==> config.mk <==
export PLATFORM = sky130hd
export DESIGN_NAME = cpx_dot
export DESIGN_NICKNAME = d
export VERILOG_FILES = /design/src/hdl/cpx_pkg.sv /design/src/hdl/cpx_dot.sv
export SDC_FILE = /design/constraint.sdc
export NUM_CORES = 2
export LEC_CHECK = 0
export ABC_CLOCK_PERIOD_IN_PS = 17600
export BUFFER_PORTS_ARGS = -buffer_cell sky130_fd_sc_hd__buf_2
export CAP_MARGIN = 20
export CORE_ASPECT_RATIO = 1.1
export CORE_MARGIN = 2
export CORE_UTILIZATION = 45
export CTS_CLUSTER_DIAMETER = 40
export DETAILED_ROUTE_END_ITERATION = 8
export PLACE_DENSITY = 0.6
export SLEW_MARGIN = 5
export SYNTH_ARGS = -nofsm -noshare
export SYNTH_HDL_FRONTEND = slang
export SYNTH_SLANG_ARGS = --single-unit
export TNS_END_PERCENT = 20
==> constraint.sdc <==
create_clock -name clk -period 17.6 [get_ports clk]
set_input_delay 4.4 -clock clk [delete_from_list [all_inputs] [get_ports clk]]
set_output_delay 4.4 -clock clk [all_outputs]
set_load 0.02 [all_outputs]
==> src/hdl/cpx_pkg.sv <==
// Shared constants and types for the convex polygon extreme point block.
`timescale 1ns / 1ps

package cpx_pkg;

  // Defaults for the top level parameters.
  localparam int MAX_VERTICES_DEF = 1024;
  localparam int COORD_WIDTH_DEF  = 16;

  // Fixed field widths of the ports.
  localparam int IN_COORD_W = 16;
  localparam int INDEX_W    = 10;
  localparam int COUNT_W    = 11;

  // Configuration port.
  localparam int APB_DATA_W = 32;
  localparam int PADDR_W    = 3;
  localparam logic [PADDR_W-3:0] REG_VERTEX_COUNT = 1'b0;
  localparam logic [COUNT_W-1:0] VERTEX_COUNT_RST = 11'd3;
  localparam logic [COUNT_W-1:0] MIN_VERTICES     = 11'd3;

  // Operation codes of an input transaction.
  localparam logic OP_WRITE = 1'b0;
  localparam logic OP_QUERY = 1'b1;

  // Sign of a dot product.
  typedef struct packed {
    logic pos;
    logic neg;
  } sign_t;

endpackage

==> src/hdl/cpx_dot.sv <==
// Pipelined sign of the query direction dotted with a vertex difference.
`timescale 1ns / 1ps

module cpx_dot #(
  parameter int COORD_WIDTH = cpx_pkg::COORD_WIDTH_DEF
) (
  input  logic                          clk,
  input  logic                          base_load,
  input  logic signed [COORD_WIDTH-1:0] rd_x,
  input  logic signed [COORD_WIDTH-1:0] rd_y,
  input  logic signed [COORD_WIDTH-1:0] dir_x,
  input  logic signed [COORD_WIDTH-1:0] dir_y,
  output cpx_pkg::sign_t                sgn
);

  localparam int DW = COORD_WIDTH + 1;
  localparam int PW = 2 * COORD_WIDTH + 1;
  localparam int SW = PW + 1;

  logic signed [COORD_WIDTH-1:0] base_x;
  logic signed [COORD_WIDTH-1:0] base_y;
  logic signed [DW-1:0]          ex;
  logic signed [DW-1:0]          ey;
  logic signed [PW-1:0]          px;
  logic signed [PW-1:0]          py;
  logic signed [SW-1:0]          sum;

  // The base vertex is latched once per round; every later read is taken
  // relative to it, one vertex per cycle.
  always_ff @(posedge clk) begin
    if (base_load) begin
      base_x <= rd_x;
      base_y <= rd_y;
    end
    ex <= $signed({rd_x[COORD_WIDTH-1], rd_x}) - $signed({base_x[COORD_WIDTH-1], base_x});
    ey <= $signed({rd_y[COORD_WIDTH-1], rd_y}) - $signed({base_y[COORD_WIDTH-1], base_y});
    px <= ex * dir_x;
    py <= ey * dir_y;
  end

  assign sum     = $signed({px[PW-1], px}) + $signed({py[PW-1], py});
  assign sgn.neg = sum[SW-1];
  assign sgn.pos = !sum[SW-1] && (sum != '0);

endmodule

==> results.cfg <==
[synthesis]
synth-edff-count = 32
synth_cells = 2932
syn_area_um2 = 27070
yosys_warnings = 0
synth_area_per_cell_um2 = 9.233
syn_nets = 3786
synth_ff_type = dfxtp_1
synthTopCellsByArea = fa_1 41%, ha_1 11%, inv_1 9.2%
synth.ff_latch_count = 132
async_reset_ff_share_pct = 0
synth_top_area_cell = fa_1
synth_top_area_share_pct = 41.04
ys_types = 71
synth_seq_area_share_pct = 10.95

[critical_path]
r2r-start = ex[7]
startpoint = dir_x[7]
crit_type = in2reg
rr_endpoint = px[31]
ff2ff_setup_slack_ns = 10.45
arrival_ns = 10.81
reg2reg_depth = 22
worstPathMaxFanout = 17
cp-start-kind = input pin
cp.required_ns = 17.91
cp-endpoint = px[31]
endpoint_kind = register

[timing]
rsz0062_at_grt = no
timing.slew.headroom_pct = 33.23
drv_slew = 0
period_needed_ns = 10.50
hold_violations = 0
tns_ns = 0
clock_skew_ns = 0.008305
fmax_mhz = 95.26
setup_viol = 0
period_share_pct = 59.65
worstMarginPinSlew_ns = 1.000
setup_ws_ns = 7.102

[cells_and_area]
diodes = 0
layout_common_cells = 663 x inv_1, 555 x fa_1, 313 x nand2_1
postLayoutCoreUtil_pct = 48.20
nNetsFinal = 3799
syn_to_final_growth_pct = 6.180
num-fill-cells = 5647
multi_input_area_um2 = 21290
drive_above_1_share_pct = 4.429
seq_area_um2 = 2963
final_common_cell = inv_1
layout.cells.non_filler = 3726

[grt]
grt_use_met3_pct = 2.572
use_met2_pct = 39.45
antenna_found_initial = 2
grt_pass1_wl_um = 108800
track_usage_pct = 22.10
grt_max_degree = 33
grt_pass1_vias = 21630
overflow = 0
use_met1_pct = 28.34
gr-max-usage-layer = met2

[clock_tree]
cts_tree = built
cts_setup_buffers = 0
cts_resized = 0
htreeDepth = 4
clockRootBuffer = clkbuf_16
clk_latency_ns = 0.43
cts_made_buffers = 17
cts_hold_buf = 0
cts_max_path_buffers = 2
clkTransAtPathRegs_ns = 0.06
cts.sink_count = 132

[placed_design]
hpwl_um = 51900
io_buffers = 67
gp_congestion = 0.8644
place_ws_ns = 6.717
dp.cells = 3694

[min_path]
min_path_type = reg2reg

[detailed_routing]
drc = 0
drtIter0Drc = 1089
dr.pass1.iters = 7
routed-via-count = 19520
ant_nets = 0
drt_wl_total_um = 63680
post_drt_via_cell_ratio = 5.238
post_drt_wl_per_cell_um = 17.09

[floorplanning]
die_w_um = 237.9
core_area_um2 = 59630
die_height_um = 261.2
initial_core_util_pct = 45.40
dieArea_um2 = 62130
pin_count = 68
rows = 94

[run]
max-cap-violations = 0

[run_status]
status = finished clean
sequential cells by signal (all words and copies together) (netlist names):
| signal | flops |
|---|---|
| base_y | 16 |
| ex | 17 |
| px | 33 |
| ey | 17 |
| py | 33 |
| base_x | 16 |
worst max-delay path: stages:
cell and delay (ns):
buf_2 0.29, nand2_1 0.13, fa_1 0.58, inv_1 0.05, fa_1 0.49, inv_1 0.06
fa_1 0.53, inv_1 0.05, fa_1 0.45, fa_1 0.51, inv_1 0.05, fa_1 0.47
inv_1 0.04, ha_1 0.37, nand2_1 0.07, or4b_2 0.64, a41oi_1 0.40, o211ai_1 0.17
a31oi_1 0.29, nor3_1 0.11, o41ai_1 0.36, a21oi_1 0.13, xnor2_1 0.13
worst min-delay path by stage:
stage                     startpoint     to  slack (ns)  cells after the start
after floorplan            base_x[0]  ex[0]        0.49                      2
after global placement     base_x[0]  ex[0]        0.52                      2
after detailed placement   base_x[0]  ex[0]        0.52                      2
after CTS                  base_x[0]  ex[0]        0.53                      2
after global routing       base_y[0]  ey[0]        0.56                      2
final                      base_x[0]  ex[0]        0.53                      2
metal layers:
layer / routed length (um) / vias up
li1: - / 9012
met1: 26730 / 9928
met2: 32680 / 470
met3: 2641 / 103
met4: 1615 / 4
met5: 21 / -
stage by stage:
stage	hold WS, ns	instance area (um^2)
4_1_cts	0.5316	28740
3_5_place_dp	0.5172	28130
6_report	0.5308	28740
2_1_floorplan	0.4871	27070
3_3_place_gp	0.5172	28130
5_1_grt	0.5643	28740
logic make-up (layout without fill, tap and decap cells):
logic type / Yosys count / after routing / synth area share (%)
simple gates: 862 / 862 / 15.95
fa+ha+maj: 788 / 788 / 51.81
xor+xnor: 98 / 98 / 3.171
compound gates: 297 / 297 / 7.483
buf+inv: 749 / 775 / 10.40
flops: 132 / 132 / 10.95
mux: 6 / 6 / 0.2403
layout make-up:
| type | count | share of cell area, % |
|---|---|---|
| multi-input cells | 2051 | 74.08 |
| flip-flops and latches | 132 | 10.31 |
| inverters | 665 | 8.684 |
| well taps | 768 | 3.343 |
| clock buffers | 19 | 1.580 |
| repair buffers | 78 | 1.454 |
| clock inverters | 13 | 0.5528 |
cell usage after synthesis (7+ instances only):
cell and number:
o21ai_0 54, xor2_1 18, a211oi_1 10, fa_1 555, a21oi_1 73, nand2b_1 21
or4_1 7, a21o_1 32, clkbuf_1 80, a31oi_1 10, nor2b_1 14, o211ai_1 14
xnor2_1 80, nand4_1 13, o21a_1 19, nand2_1 313, nand3_1 26, nor2_1 103
ha_1 233, edfxtp_1 32, or3_1 13, nor3_1 39, and3_1 23, a21boi_0 11
and2_1 271, inv_1 663, dfxtp_1 100, o21bai_1 10
Power is left out: the tool's default activity adds up to more than one toggle a clock period on the data nets, which glitch-free logic cannot reach.
